--- config.mk ---
export PLATFORM = sky130hd
export DESIGN_NAME = pid_controller_clamped_integral
export DESIGN_NICKNAME = d
export VERILOG_FILES = /design/src/pidc_pkg.sv /design/src/pidc_div.sv /design/src/pidc_dp.sv /design/src/pidc_ctrl.sv /design/src/pid_controller_clamped_integral.sv
export SDC_FILE = /design/constraint.sdc
export NUM_CORES = 2
export LEC_CHECK = 0
export ABC_AREA = 1
export ABC_CLOCK_PERIOD_IN_PS = 7270
export CORE_MARGIN = 1
export CORE_UTILIZATION = 30
export CTS_BUF_LIST = sky130_fd_sc_hd__clkbuf_4 sky130_fd_sc_hd__clkbuf_8 sky130_fd_sc_hd__clkbuf_16
export DETAILED_ROUTE_END_ITERATION = 12
export DONT_BUFFER_PORTS = 1
export GPL_ROUTABILITY_DRIVEN = 0
export PLACE_DENSITY = 0.54
export SKIP_CTS_REPAIR_TIMING = 1
export SLEW_MARGIN = 10
export SYNTH_ARGS = -nofsm -noshare
export SYNTH_HDL_FRONTEND = slang
export SYNTH_SLANG_ARGS = --single-unit
export TNS_END_PERCENT = 1
--- constraint.sdc ---
create_clock -name clk -period 7.27 [get_ports clk]
set_clock_uncertainty 0.1 [all_clocks]
set_input_delay 1.454 -clock clk [delete_from_list [all_inputs] [get_ports clk]]
set_output_delay 1.454 -clock clk [all_outputs]
set_load 0.005 [all_outputs]
--- src/pidc_pkg.sv ---
// Shared types, register indexes and widths for the clamped-integral PID controller.
package pidc_pkg;

  localparam int ERR_W    = 17;
  localparam int DIFF_W   = ERR_W + 1;
  localparam int TD_W     = 16;
  localparam int GAIN_W   = 16;
  localparam int LIMIT_W  = 31;
  localparam int INTG_W   = 32;
  localparam int SUM_W    = INTG_W + 2;
  localparam int MUL_A_W  = 32;
  localparam int MUL_B_W  = 17;
  localparam int PROD_W   = MUL_A_W + MUL_B_W;
  localparam int ACC_W    = PROD_W + 1;
  localparam int DRIVE_W  = 32;
  localparam int FRAC_W   = 8;
  localparam int DIV_STEPS = ERR_W;
  localparam int DIV_CNT_W = $clog2(DIV_STEPS + 1);
  localparam int CFG_ADDR_W = 3;
  localparam int CFG_DATA_W = 32;

  localparam logic [CFG_ADDR_W-1:0] REG_PROP_GAIN  = 3'd0;
  localparam logic [CFG_ADDR_W-1:0] REG_INTG_GAIN  = 3'd1;
  localparam logic [CFG_ADDR_W-1:0] REG_DERIV_GAIN = 3'd2;
  localparam logic [CFG_ADDR_W-1:0] REG_INTG_LIMIT = 3'd3;
  localparam logic [CFG_ADDR_W-1:0] REG_SET_POINT  = 3'd4;

  localparam logic [LIMIT_W-1:0] LIMIT_RESET = {LIMIT_W{1'b1}};

  typedef enum logic [1:0] {
    MUL_ERR_TD,
    MUL_PROP,
    MUL_INTG,
    MUL_DERIV
  } mul_sel_t;

  typedef struct packed {
    logic     load;
    logic     prep;
    logic     mul_en;
    mul_sel_t mul_sel;
    logic     int_upd;
    logic     acc_clr;
    logic     acc_add;
    logic     out_load;
  } cmd_t;

  typedef struct packed {
    logic div_busy;
  } sts_t;

endpackage

--- src/pidc_div.sv ---
// Restoring serial divider: one quotient bit per cycle for the derivative magnitude.
module pidc_div (
  input  logic                      clk,
  input  logic                      rst_n,
  input  logic                      start,
  input  logic [pidc_pkg::ERR_W-1:0] dividend,
  input  logic [pidc_pkg::TD_W-1:0]  divisor,
  output logic                      busy,
  output logic [pidc_pkg::ERR_W-1:0] quotient
);

  logic [pidc_pkg::ERR_W-1:0]     q_r, q_nxt;
  logic [pidc_pkg::ERR_W-1:0]     rem_r, rem_nxt;
  logic [pidc_pkg::ERR_W-1:0]     rem_sh;
  logic [pidc_pkg::TD_W-1:0]      dsr_r;
  logic [pidc_pkg::DIV_CNT_W-1:0] cnt_r, cnt_nxt;
  logic                           ge;

  always_comb begin
    rem_sh  = {rem_r[pidc_pkg::ERR_W-2:0], q_r[pidc_pkg::ERR_W-1]};
    ge      = (rem_sh >= {1'b0, dsr_r});
    rem_nxt = ge ? (rem_sh - {1'b0, dsr_r}) : rem_sh;
    q_nxt   = {q_r[pidc_pkg::ERR_W-2:0], ge};
    cnt_nxt = cnt_r - 1'b1;
  end

  always_ff @(posedge clk) begin
    if (!rst_n) begin
      cnt_r <= '0;
    end else if (start) begin
      cnt_r <= pidc_pkg::DIV_CNT_W'(pidc_pkg::DIV_STEPS);
    end else if (cnt_r != '0) begin
      cnt_r <= cnt_nxt;
    end
  end

  always_ff @(posedge clk) begin
    if (start) begin
      q_r   <= dividend;
      rem_r <= '0;
      dsr_r <= divisor;
    end else if (cnt_r != '0) begin
      q_r   <= q_nxt;
      rem_r <= rem_nxt;
    end
  end

  assign busy     = (cnt_r != '0);
  assign quotient = q_r;

endmodule

--- src/pidc_dp.sv ---
// Datapath: configuration registers, loop state, shared multiplier, accumulator and output word.
module pidc_dp (
  input  logic                            clk,
  input  logic                            rst_n,
  input  logic                            cfg_we,
  input  logic [pidc_pkg::CFG_ADDR_W-1:0] cfg_addr,
  input  logic [pidc_pkg::CFG_DATA_W-1:0] cfg_data,
  input  logic [15:0]                     position,
  input  logic [pidc_pkg::TD_W-1:0]       time_delta,
  input  pidc_pkg::cmd_t                  cmd,
  output pidc_pkg::sts_t                  sts,
  output logic [pidc_pkg::DRIVE_W-1:0]    drive,
  output logic [pidc_pkg::ERR_W-1:0]      proportional_term,
  output logic [pidc_pkg::INTG_W-1:0]     integral_term,
  output logic [pidc_pkg::ERR_W-1:0]      derivative_term,
  output logic                            zero_time
);

  logic signed [pidc_pkg::GAIN_W-1:0]  kp_r, ki_r, kd_r, sp_r;
  logic        [pidc_pkg::LIMIT_W-1:0] lim_r;

  logic signed [pidc_pkg::ERR_W-1:0]   err_r, prev_r;
  logic        [pidc_pkg::TD_W-1:0]    td_r;
  logic                                zero_r;
  logic                                neg_r;
  logic signed [pidc_pkg::INTG_W-1:0]  int_r, int_nxt;
  logic signed [pidc_pkg::PROD_W-1:0]  prod_r;
  logic signed [pidc_pkg::ACC_W-1:0]   acc_r;

  logic signed [pidc_pkg::ERR_W-1:0]   err_nxt;
  logic signed [pidc_pkg::DIFF_W-1:0]  diff;
  logic        [pidc_pkg::DIFF_W-1:0]  diff_neg;
  logic        [pidc_pkg::ERR_W-1:0]   diff_mag;
  logic signed [pidc_pkg::MUL_A_W-1:0] mul_a;
  logic signed [pidc_pkg::MUL_B_W-1:0] mul_b;
  logic signed [pidc_pkg::SUM_W-1:0]   sum, lim_pos, lim_neg;
  logic        [pidc_pkg::ERR_W-1:0]   quot;
  logic        [pidc_pkg::ERR_W-1:0]   quot_sat;
  logic signed [pidc_pkg::ERR_W-1:0]   deriv;
  logic signed [pidc_pkg::ACC_W-pidc_pkg::FRAC_W-1:0] shifted;
  logic        [pidc_pkg::DRIVE_W-1:0] drive_sat;
  logic                                div_busy;

  always_ff @(posedge clk) begin
    if (!rst_n) begin
      kp_r  <= '0;
      ki_r  <= '0;
      kd_r  <= '0;
      lim_r <= pidc_pkg::LIMIT_RESET;
      sp_r  <= '0;
    end else if (cfg_we) begin
      unique case (cfg_addr)
        pidc_pkg::REG_PROP_GAIN:  kp_r  <= cfg_data[pidc_pkg::GAIN_W-1:0];
        pidc_pkg::REG_INTG_GAIN:  ki_r  <= cfg_data[pidc_pkg::GAIN_W-1:0];
        pidc_pkg::REG_DERIV_GAIN: kd_r  <= cfg_data[pidc_pkg::GAIN_W-1:0];
        pidc_pkg::REG_INTG_LIMIT: lim_r <= cfg_data[pidc_pkg::LIMIT_W-1:0];
        pidc_pkg::REG_SET_POINT:  sp_r  <= cfg_data[pidc_pkg::GAIN_W-1:0];
        default: ;
      endcase
    end
  end

  always_comb begin
    err_nxt  = $signed({sp_r[15], sp_r}) - $signed({position[15], position});
    diff     = $signed({err_r[pidc_pkg::ERR_W-1], err_r}) -
               $signed({prev_r[pidc_pkg::ERR_W-1], prev_r});
    diff_neg = -diff;
    diff_mag = diff[pidc_pkg::DIFF_W-1] ? diff_neg[pidc_pkg::ERR_W-1:0]
                                        : diff[pidc_pkg::ERR_W-1:0];
  end

  always_comb begin
    unique case (cmd.mul_sel)
      pidc_pkg::MUL_ERR_TD: begin
        mul_a = pidc_pkg::MUL_A_W'(err_r);
        mul_b = $signed({1'b0, td_r});
      end
      pidc_pkg::MUL_PROP: begin
        mul_a = pidc_pkg::MUL_A_W'(err_r);
        mul_b = pidc_pkg::MUL_B_W'(kp_r);
      end
      pidc_pkg::MUL_INTG: begin
        mul_a = int_r;
        mul_b = pidc_pkg::MUL_B_W'(ki_r);
      end
      pidc_pkg::MUL_DERIV: begin
        mul_a = pidc_pkg::MUL_A_W'(deriv);
        mul_b = pidc_pkg::MUL_B_W'(kd_r);
      end
      default: begin
        mul_a = '0;
        mul_b = '0;
      end
    endcase
  end

  always_comb begin
    sum     = pidc_pkg::SUM_W'(int_r) + prod_r[pidc_pkg::SUM_W-1:0];
    lim_pos = $signed({3'b000, lim_r});
    lim_neg = -lim_pos;
    if (sum > lim_pos || sum < lim_neg) begin
      int_nxt = sum[pidc_pkg::SUM_W-1] ? lim_neg[pidc_pkg::INTG_W-1:0]
                                       : lim_pos[pidc_pkg::INTG_W-1:0];
    end else begin
      int_nxt = sum[pidc_pkg::INTG_W-1:0];
    end
  end

  pidc_div u_div (
    .clk      (clk),
    .rst_n    (rst_n),
    .start    (cmd.prep),
    .dividend (diff_mag),
    .divisor  (td_r),
    .busy     (div_busy),
    .quotient (quot)
  );

  always_comb begin
    quot_sat = quot[pidc_pkg::ERR_W-1] ? {1'b0, {(pidc_pkg::ERR_W-1){1'b1}}} : quot;
    if (zero_r) begin
      deriv = '0;
    end else if (neg_r) begin
      deriv = -$signed(quot_sat);
    end else begin
      deriv = $signed(quot_sat);
    end
  end

  always_comb begin
    shifted = acc_r[pidc_pkg::ACC_W-1:pidc_pkg::FRAC_W];
    if (shifted[pidc_pkg::ACC_W-pidc_pkg::FRAC_W-1:pidc_pkg::DRIVE_W-1] !=
        {(pidc_pkg::ACC_W-pidc_pkg::FRAC_W-pidc_pkg::DRIVE_W+1)
         {shifted[pidc_pkg::ACC_W-pidc_pkg::FRAC_W-1]}}) begin
      drive_sat = shifted[pidc_pkg::ACC_W-pidc_pkg::FRAC_W-1]
                  ? {1'b1, {(pidc_pkg::DRIVE_W-1){1'b0}}}
                  : {1'b0, {(pidc_pkg::DRIVE_W-1){1'b1}}};
    end else begin
      drive_sat = shifted[pidc_pkg::DRIVE_W-1:0];
    end
  end

  always_ff @(posedge clk) begin
    if (!rst_n) begin
      int_r  <= '0;
      prev_r <= '0;
    end else begin
      if (cmd.prep) begin
        prev_r <= err_r;
      end
      if (cmd.int_upd) begin
        int_r <= int_nxt;
      end
    end
  end

  always_ff @(posedge clk) begin
    if (cmd.load) begin
      err_r  <= err_nxt;
      td_r   <= time_delta;
      zero_r <= (time_delta == '0);
    end
    if (cmd.prep) begin
      neg_r <= diff[pidc_pkg::DIFF_W-1];
    end
    if (cmd.mul_en) begin
      prod_r <= mul_a * mul_b;
    end
    if (cmd.acc_clr) begin
      acc_r <= pidc_pkg::ACC_W'(prod_r);
    end else if (cmd.acc_add) begin
      acc_r <= acc_r + pidc_pkg::ACC_W'(prod_r);
    end
    if (cmd.out_load) begin
      drive             <= drive_sat;
      proportional_term <= err_r;
      integral_term     <= int_r;
      derivative_term   <= deriv;
      zero_time         <= zero_r;
    end
  end

  assign sts.div_busy = div_busy;

endmodule

--- src/pidc_ctrl.sv ---
// Controller: sequences one sample through the datapath and owns the handshakes.
module pidc_ctrl (
  input  logic           clk,
  input  logic           rst_n,
  input  logic           in_tvalid,
  output logic           in_tready,
  output logic           out_tvalid,
  input  logic           out_tready,
  input  pidc_pkg::sts_t sts,
  output pidc_pkg::cmd_t cmd
);

  typedef enum logic [2:0] {
    S_IDLE,
    S_PREP,
    S_INT,
    S_MULI,
    S_ACCI,
    S_DIVW,
    S_ACCD,
    S_OUT
  } state_t;

  state_t state_r, state_nxt;
  logic   out_valid_r, out_valid_nxt;
  logic   out_free;

  assign out_free = !out_valid_r || out_tready;

  always_comb begin
    cmd       = '0;
    cmd.mul_sel = pidc_pkg::MUL_ERR_TD;
    state_nxt = state_r;
    unique case (state_r)
      S_IDLE: begin
        if (in_tvalid) begin
          cmd.load  = 1'b1;
          state_nxt = S_PREP;
        end
      end
      S_PREP: begin
        cmd.prep    = 1'b1;
        cmd.mul_en  = 1'b1;
        cmd.mul_sel = pidc_pkg::MUL_ERR_TD;
        state_nxt   = S_INT;
      end
      S_INT: begin
        cmd.int_upd = 1'b1;
        cmd.mul_en  = 1'b1;
        cmd.mul_sel = pidc_pkg::MUL_PROP;
        state_nxt   = S_MULI;
      end
      S_MULI: begin
        cmd.acc_clr = 1'b1;
        cmd.mul_en  = 1'b1;
        cmd.mul_sel = pidc_pkg::MUL_INTG;
        state_nxt   = S_ACCI;
      end
      S_ACCI: begin
        cmd.acc_add = 1'b1;
        state_nxt   = S_DIVW;
      end
      S_DIVW: begin
        if (!sts.div_busy) begin
          cmd.mul_en  = 1'b1;
          cmd.mul_sel = pidc_pkg::MUL_DERIV;
          state_nxt   = S_ACCD;
        end
      end
      S_ACCD: begin
        cmd.acc_add = 1'b1;
        state_nxt   = S_OUT;
      end
      S_OUT: begin
        if (out_free) begin
          cmd.out_load = 1'b1;
          state_nxt    = S_IDLE;
        end
      end
      default: state_nxt = S_IDLE;
    endcase
  end

  always_comb begin
    if (cmd.out_load) begin
      out_valid_nxt = 1'b1;
    end else if (out_tready) begin
      out_valid_nxt = 1'b0;
    end else begin
      out_valid_nxt = out_valid_r;
    end
  end

  always_ff @(posedge clk) begin
    if (!rst_n) begin
      state_r     <= S_IDLE;
      out_valid_r <= 1'b0;
    end else begin
      state_r     <= state_nxt;
      out_valid_r <= out_valid_nxt;
    end
  end

  assign in_tready  = (state_r == S_IDLE);
  assign out_tvalid = out_valid_r;

  a_out_no_overwrite: assert property (@(posedge clk) disable iff (!rst_n)
    cmd.out_load |-> out_free)
    else $error("result word overwritten while still pending");

  a_accept_starts: assert property (@(posedge clk) disable iff (!rst_n)
    (in_tvalid && in_tready) |=> (state_r == S_PREP && !in_tready))
    else $error("accepted word did not start the sequence");

  a_div_wait: assert property (@(posedge clk) disable iff (!rst_n)
    (state_r == S_DIVW && !sts.div_busy) |=> state_r == S_ACCD)
    else $error("divider finished but derivative product not taken");

  a_load_valid: assert property (@(posedge clk) disable iff (!rst_n)
    cmd.out_load |=> out_valid_r)
    else $error("result load did not raise valid");

endmodule

--- src/pid_controller_clamped_integral.sv ---
// Top level of the PID controller with clamped integral and serial derivative divider.
// One input word (position, elapsed ticks) produces one result word; the sequence uses the
// shared 32x17 multiplier and the 17-step restoring divider for the derivative, and a new word
// is taken only once the previous result has been loaded into the output register.
// A finished result waits in the output register while the next word is accepted and
// processed. Configuration writes are always accepted, one per cycle.
module pid_controller_clamped_integral (
  input  logic                            clk,
  input  logic                            rst_n,
  input  logic                            in_tvalid,
  output logic                            in_tready,
  input  logic [31:0]                     in_tdata,   // position[15:0], time_delta[31:16]
  output logic                            out_tvalid,
  input  logic                            out_tready,
  // drive[31:0], proportional_term[48:32], integral_term[80:49],
  // derivative_term[97:81], zero padding[103:98]
  output logic [103:0]                    out_tdata,
  output logic                            out_tuser,  // zero_time[0]
  input  logic                            cfg_valid,
  output logic                            cfg_ready,
  input  logic [pidc_pkg::CFG_ADDR_W-1:0] cfg_addr,
  input  logic [pidc_pkg::CFG_DATA_W-1:0] cfg_data
);

  pidc_pkg::cmd_t cmd;
  pidc_pkg::sts_t sts;

  logic [pidc_pkg::DRIVE_W-1:0] drive;
  logic [pidc_pkg::ERR_W-1:0]   proportional_term;
  logic [pidc_pkg::INTG_W-1:0]  integral_term;
  logic [pidc_pkg::ERR_W-1:0]   derivative_term;
  logic                         zero_time;

  assign cfg_ready = 1'b1;

  pidc_ctrl u_ctrl (
    .clk        (clk),
    .rst_n      (rst_n),
    .in_tvalid  (in_tvalid),
    .in_tready  (in_tready),
    .out_tvalid (out_tvalid),
    .out_tready (out_tready),
    .sts        (sts),
    .cmd        (cmd)
  );

  pidc_dp u_dp (
    .clk               (clk),
    .rst_n             (rst_n),
    .cfg_we            (cfg_valid),
    .cfg_addr          (cfg_addr),
    .cfg_data          (cfg_data),
    .position          (in_tdata[15:0]),
    .time_delta        (in_tdata[31:16]),
    .cmd               (cmd),
    .sts               (sts),
    .drive             (drive),
    .proportional_term (proportional_term),
    .integral_term     (integral_term),
    .derivative_term   (derivative_term),
    .zero_time         (zero_time)
  );

  assign out_tdata = {6'b000000, derivative_term, integral_term, proportional_term, drive};
  assign out_tuser = zero_time;

endmodule
# Yosys cells after proc, flatten, opt, wreduce, memory -nomap -nowiden
# Index checks and enable logic that the tools add are counted.
# word_totals
output_inout_bits	108
reg_bits	435
# op_classes
n_reduce_logical	20
n_mux	33
n_bitwise	1
n_eq_ne	18
n_mul	1
n_lt_le_gt_ge	3
n_addsub	9
# ops
operator	n
32-bit two-way mux	4
50-bit two-way mux	2
32-bit case mux with 3 select lines	1
17-bit two-way mux	5
17-bit case mux with 4 select lines	1
50-bit by 49-bit adder with 50-bit output	1
32-bit by 17-bit multiplier with 49-bit output	1
34-bit adder	1
34-bit by 32-bit greater-than comparator with 1-bit output	1
34-bit less-than comparator	1
17-bit negation	2
31-bit negation with 34-bit output	1
16-bit two-way mux	2
3-bit case mux with 8 select lines	1
17-bit by 17-bit subtractor with 18-bit output	1
17-bit by 16-bit greater-or-equal comparator with 1-bit output	1
16-bit by 16-bit subtractor with 17-bit output	1
16-bit zero test	1
16-bit subtractor	1
3-bit == test (second input constant)	5
3-bit by 2-bit == test with 1-bit output (second input constant)	4
3-bit two-way mux	4
3-bit case mux with 4 select lines	1
1-bit two-way mux	10
other kinds (18)	32

# Logic depth before layout (Yosys ltp)
# logic_depth
ltp_word	7
mapped_depth	41

# Modules after synthesis
# From an unflattened synthesis, not the netlist that was laid out.
# hier_totals
hier_cells	6059
area_unflattened_um2	47346.7
# modules_own_cells
module	cells_each	n_inst	area_each_um2
pidc_dp	5550	1	43610.6
pidc_div	449	1	3377.0
pidc_ctrl	51	1	299.0
pid_controller_clamped_integral	9	1	60.1

# Least setup slack after synthesis
# Ideal clock, no wire load.
# synth_timing
path_type	register to register
start	register u_dp.u_div.q_r (netlist bit u_dp.u_div.quotient[16])
end	register u_dp.prod_r[46] (netlist bit), data pin
arrival_ps	7201
setup_time_ps	265
path_slack_ps	-296
stages_incl_launch_ff	39
cell_sequence	edfxtp_1 > buf_6 > nor2_2 > ha_1 > inv_1 > nor3_2 > nand2_1 > inv_2 > nand3_2 > nor3_4 > nand3_1 > nor3_2 > nor3_2 > nand2_4 > buf_6 > a31oi_1 > buf_6 > nand2_2 > [... 3 more ...] > fa_1 > inv_1 > fa_1 > fa_1 > fa_1 > inv_1 > fa_1 > inv_1 > ha_1 > nand2_1 > nor2_1 > inv_1 > nor4_1 > nand2_1 > o211ai_1 > nand3_1 > o211ai_1 > xor2_1
# synth_between
elab_chain_len	6
# synth_rtl
element	line	source
start: declaration	pidc_div.sv:12	logic [pidc_pkg::ERR_W-1:0] q_r, q_nxt;
start signal: assignment	pidc_div.sv:39	q_r <= dividend;
start signal: assignment	pidc_div.sv:43	q_r <= q_nxt;
16-bit two-way mux	pidc_dp.sv:120	quot_sat = quot[pidc_pkg::ERR_W-1] ? {1'b0, {(pidc_pkg::ERR_W-1){1'b1}}} : quot;
17-bit negation	pidc_dp.sv:124	deriv = -$signed(quot_sat);
17-bit two-way mux	pidc_dp.sv:123	end else if (neg_r) begin
17-bit two-way mux	pidc_dp.sv:121	if (zero_r) begin
via u_dp.deriv (one bit)	pidc_dp.sv:39	logic signed [pidc_pkg::ERR_W-1:0] deriv;
32-bit case mux with 3 select lines	pidc_dp.sv:73	unique case (cmd.mul_sel)
32-bit by 17-bit multiplier with 49-bit output	pidc_dp.sv:167	prod_r <= mul_a * mul_b;
end signal: assignment	pidc_dp.sv:167	
end: declaration	pidc_dp.sv:27	logic signed [pidc_pkg::PROD_W-1:0] prod_r;
# The timed path passes the listed nets, and every way through them passes these cells.
# A chain may end at the register's enable or synchronous reset.

# Final worst setup path
# Same ends and word-level chain as after synthesis.

==> metrics.txt <==
vias in the first global route about 41000; dpl hpwl approximately 130000 µm; post-layout net count 7215; Routed Antenna Nets 0; Crit Path Class reg2reg; footprint of the multi-input gates about 31000 µm²; Vias between 40000 and 50000; worst-skew pair later-pin latency approximately 650 ps; Num CTS Buffers between 40 and 50; CTS tree done; Slew headroom approximately 15%; num ports between 150 and 200; crit path max fanout 6; max_cap viols 0; WP data arrival 8260 ps; Top FF cell, synth edfxtp_1; Hold Path Depth 0; pin count of the biggest net entering global routing 90; Worst-Margin Slew about 1300 ps; Die Area roughly 160000 µm²; Crit path largest cell delay slightly above 600 ps; Crit path top cell by count inv_2; Seq cells post-synth 435; final worst slack -761 ps; RSZ-0062 raised after global routing yes; slowest CP cell fa_2; # fillers between 15000 and 20000; final slew viol count 0; Root Buffer clkbuf_16; fin crit period roughly 8000 ps; Post-Route WL between 150000 and 200000 µm; Num Clock Sinks around 440; area grow syn2layout 20.7%; effective utilization at floorplan 30.3%; CP Launch Type flip-flop; Via density between 4 and 5; antenna violations before repair 12; Hold Vio Cnt, Final 0; Std-Cell Rows ~140; first-pass GRT wire length 240000 µm; worst min path class reg2reg; Synth Warn # 0; Final Cycle Share 110%; post-synth top area share between 20% and 30%; Total Routing Usage GR between 15 and 20%; CTS H-tree depth 2; Syn Inst Count between 5000 and 6000; CP endpoint kind flip-flop; worst hold margin ~360 ps; Synth area leaders fa_1 23%, edfxtp_1 17%, nand2_1 9.5%; list of most frequent post-synthesis cells 1178 x nand2_1, 1102 x inv_1, 665 x nor2_1; register area share after synthesis between 20 and 25%; status finished, violations left; die width between 300 and 400 µm; flip-flop and latch area around 11000 µm²; Iteration-0 DRC Markers approximately 3000; violated checks negative setup slack; Max Clock Freq around 0.12 GHz; endpoints failing setup 31; Async SR Flop Fraction 0%; synthesized cell area 46300 µm²; GR Overflow Total 0; Core Area between 150000 and 200000 µm²; most common cell in the netlist nand2_1; Port Buffer Count 0; Synth area leader fa_1; post-synthesis area per instance around 7.9 µm²; cells on worst reg2reg path 38; number of flops mapped to enable cells by yosys about 270; Critical Path RT between 7000 and 8000 ps; Synth cell types 62; die height just under 400 µm; WL per Instance around 19 µm; DRC Markers 0; DRT Pass-1 Iters 6; clock tree buffer depth 3; clock slew at reported path FFs about 70 ps; share of layout cells above drive strength 1 about 16%
[layout by cell type, fill, tap and decap left out, types with 34 or more instances in the layout]
cell / netlist / final
a21oi_1: 350 / 322
a31oi_1: 52 / 34
buf_4: 8 / 537
clkbuf_16: 0 / 49
dfxtp_1: 169 / 169
edfxtp_1: 266 / 266
fa_1: 527 / 510
ha_1: 314 / 287
inv_1: 1102 / 1068
inv_2: 25 / 51
nand2_1: 1178 / 1150
nand2_2: 12 / 36
nand3_1: 204 / 199
nor2_1: 665 / 629
o21ai_0: 288 / 275
xnor2_1: 63 / 61
xor2_1: 108 / 104
[logic make-up (layout without fill, tap and decap cells)]
family | count (synthesis) | count (layout) | share of synthesized area (%)
flops | 435 | 435 | 24.6
simple gates | 2244 | 2245 | 20.0
compound gates | 833 | 833 | 10.1
buf+inv | 1307 | 1811 | 10.9
xor+xnor | 171 | 171 | 3.23
fa+ha+maj | 841 | 841 | 31.3
other cells | 2 | 9 | 0.0162
[critical path: cells and delay by family, from the launching register on]
kind | cells | cell delay (ps)
xor+xnor | 1 | 170
simple gates | 11 | 1430
compound gates | 7 | 850
flops | 1 | 440
buf+inv | 11 | 990
fa+ha+maj | 8 | 3700
[per-layer routing]
metal  wire, µm  up-vias  GRT usage (%)
li1           -    19264              -
met1      66100    19758           25.2
met2      75400     1191           34.4
met3       9390      259           2.67
met4       5950        2           7.07
met5         15        -              0
[registers in the layout (all words and copies together), names as in the netlist, 17 cells and up]
name	flops
u_dp.acc_r	50
u_dp.prod_r	49
u_dp.drive	32
u_dp.int_r	32
u_dp.integral_term	32
u_dp.lim_r	31
u_dp.derivative_term	17
u_dp.err_r	17
u_dp.prev_r	17
u_dp.proportional_term	17
u_dp.u_div.quotient	17
[through the flow]
step           instance area, µm²  setup TNS [ps]  setup slack (ps)  std cells  util [%]
2_1_floorplan               46400           -54.9             -24.1       5838         -
3_3_place_gp                52800          -17880              -795       8254      34.6
3_5_place_dp                52800          -19200              -842       8254      34.6
4_1_cts                     54500          -22760              -990       8346      35.7
5_1_grt                     55900          -26100             -1080       8375      36.6
6_report                    55900          -14180              -761       8375      36.6
[area by class of cell]
| cell class | count | area share, % |
|---|---|---|
| Tap cell | 2030 | 4.54 |
| Clock buffer | 58 | 2.34 |
| Multi-Input combinational cell | 4097 | 55.7 |
| Antenna cell | 2 | 0.00895 |
| Timing Repair Buffer | 583 | 8.65 |
| Sequential cell | 435 | 20.3 |
| Clock inverter | 34 | 0.754 |
| Inverter | 1136 | 7.68 |
[worst paths after layout]
check	startpoint	endpoint	slack (ps)
worst max-delay path	u_dp.u_div.quotient[16]	u_dp.prod_r[46]	-760
worst min-delay path	u_dp.td_r[3]	u_dp.u_div.dsr_r[3]	360
worst max register to register	u_dp.u_div.quotient[16]	u_dp.prod_r[46]	-760
worst min register to register	u_dp.td_r[3]	u_dp.u_div.dsr_r[3]	360
Power is left out: the tool's default activity adds up to more than one toggle a clock period on the data nets, which glitch-free logic cannot reach.
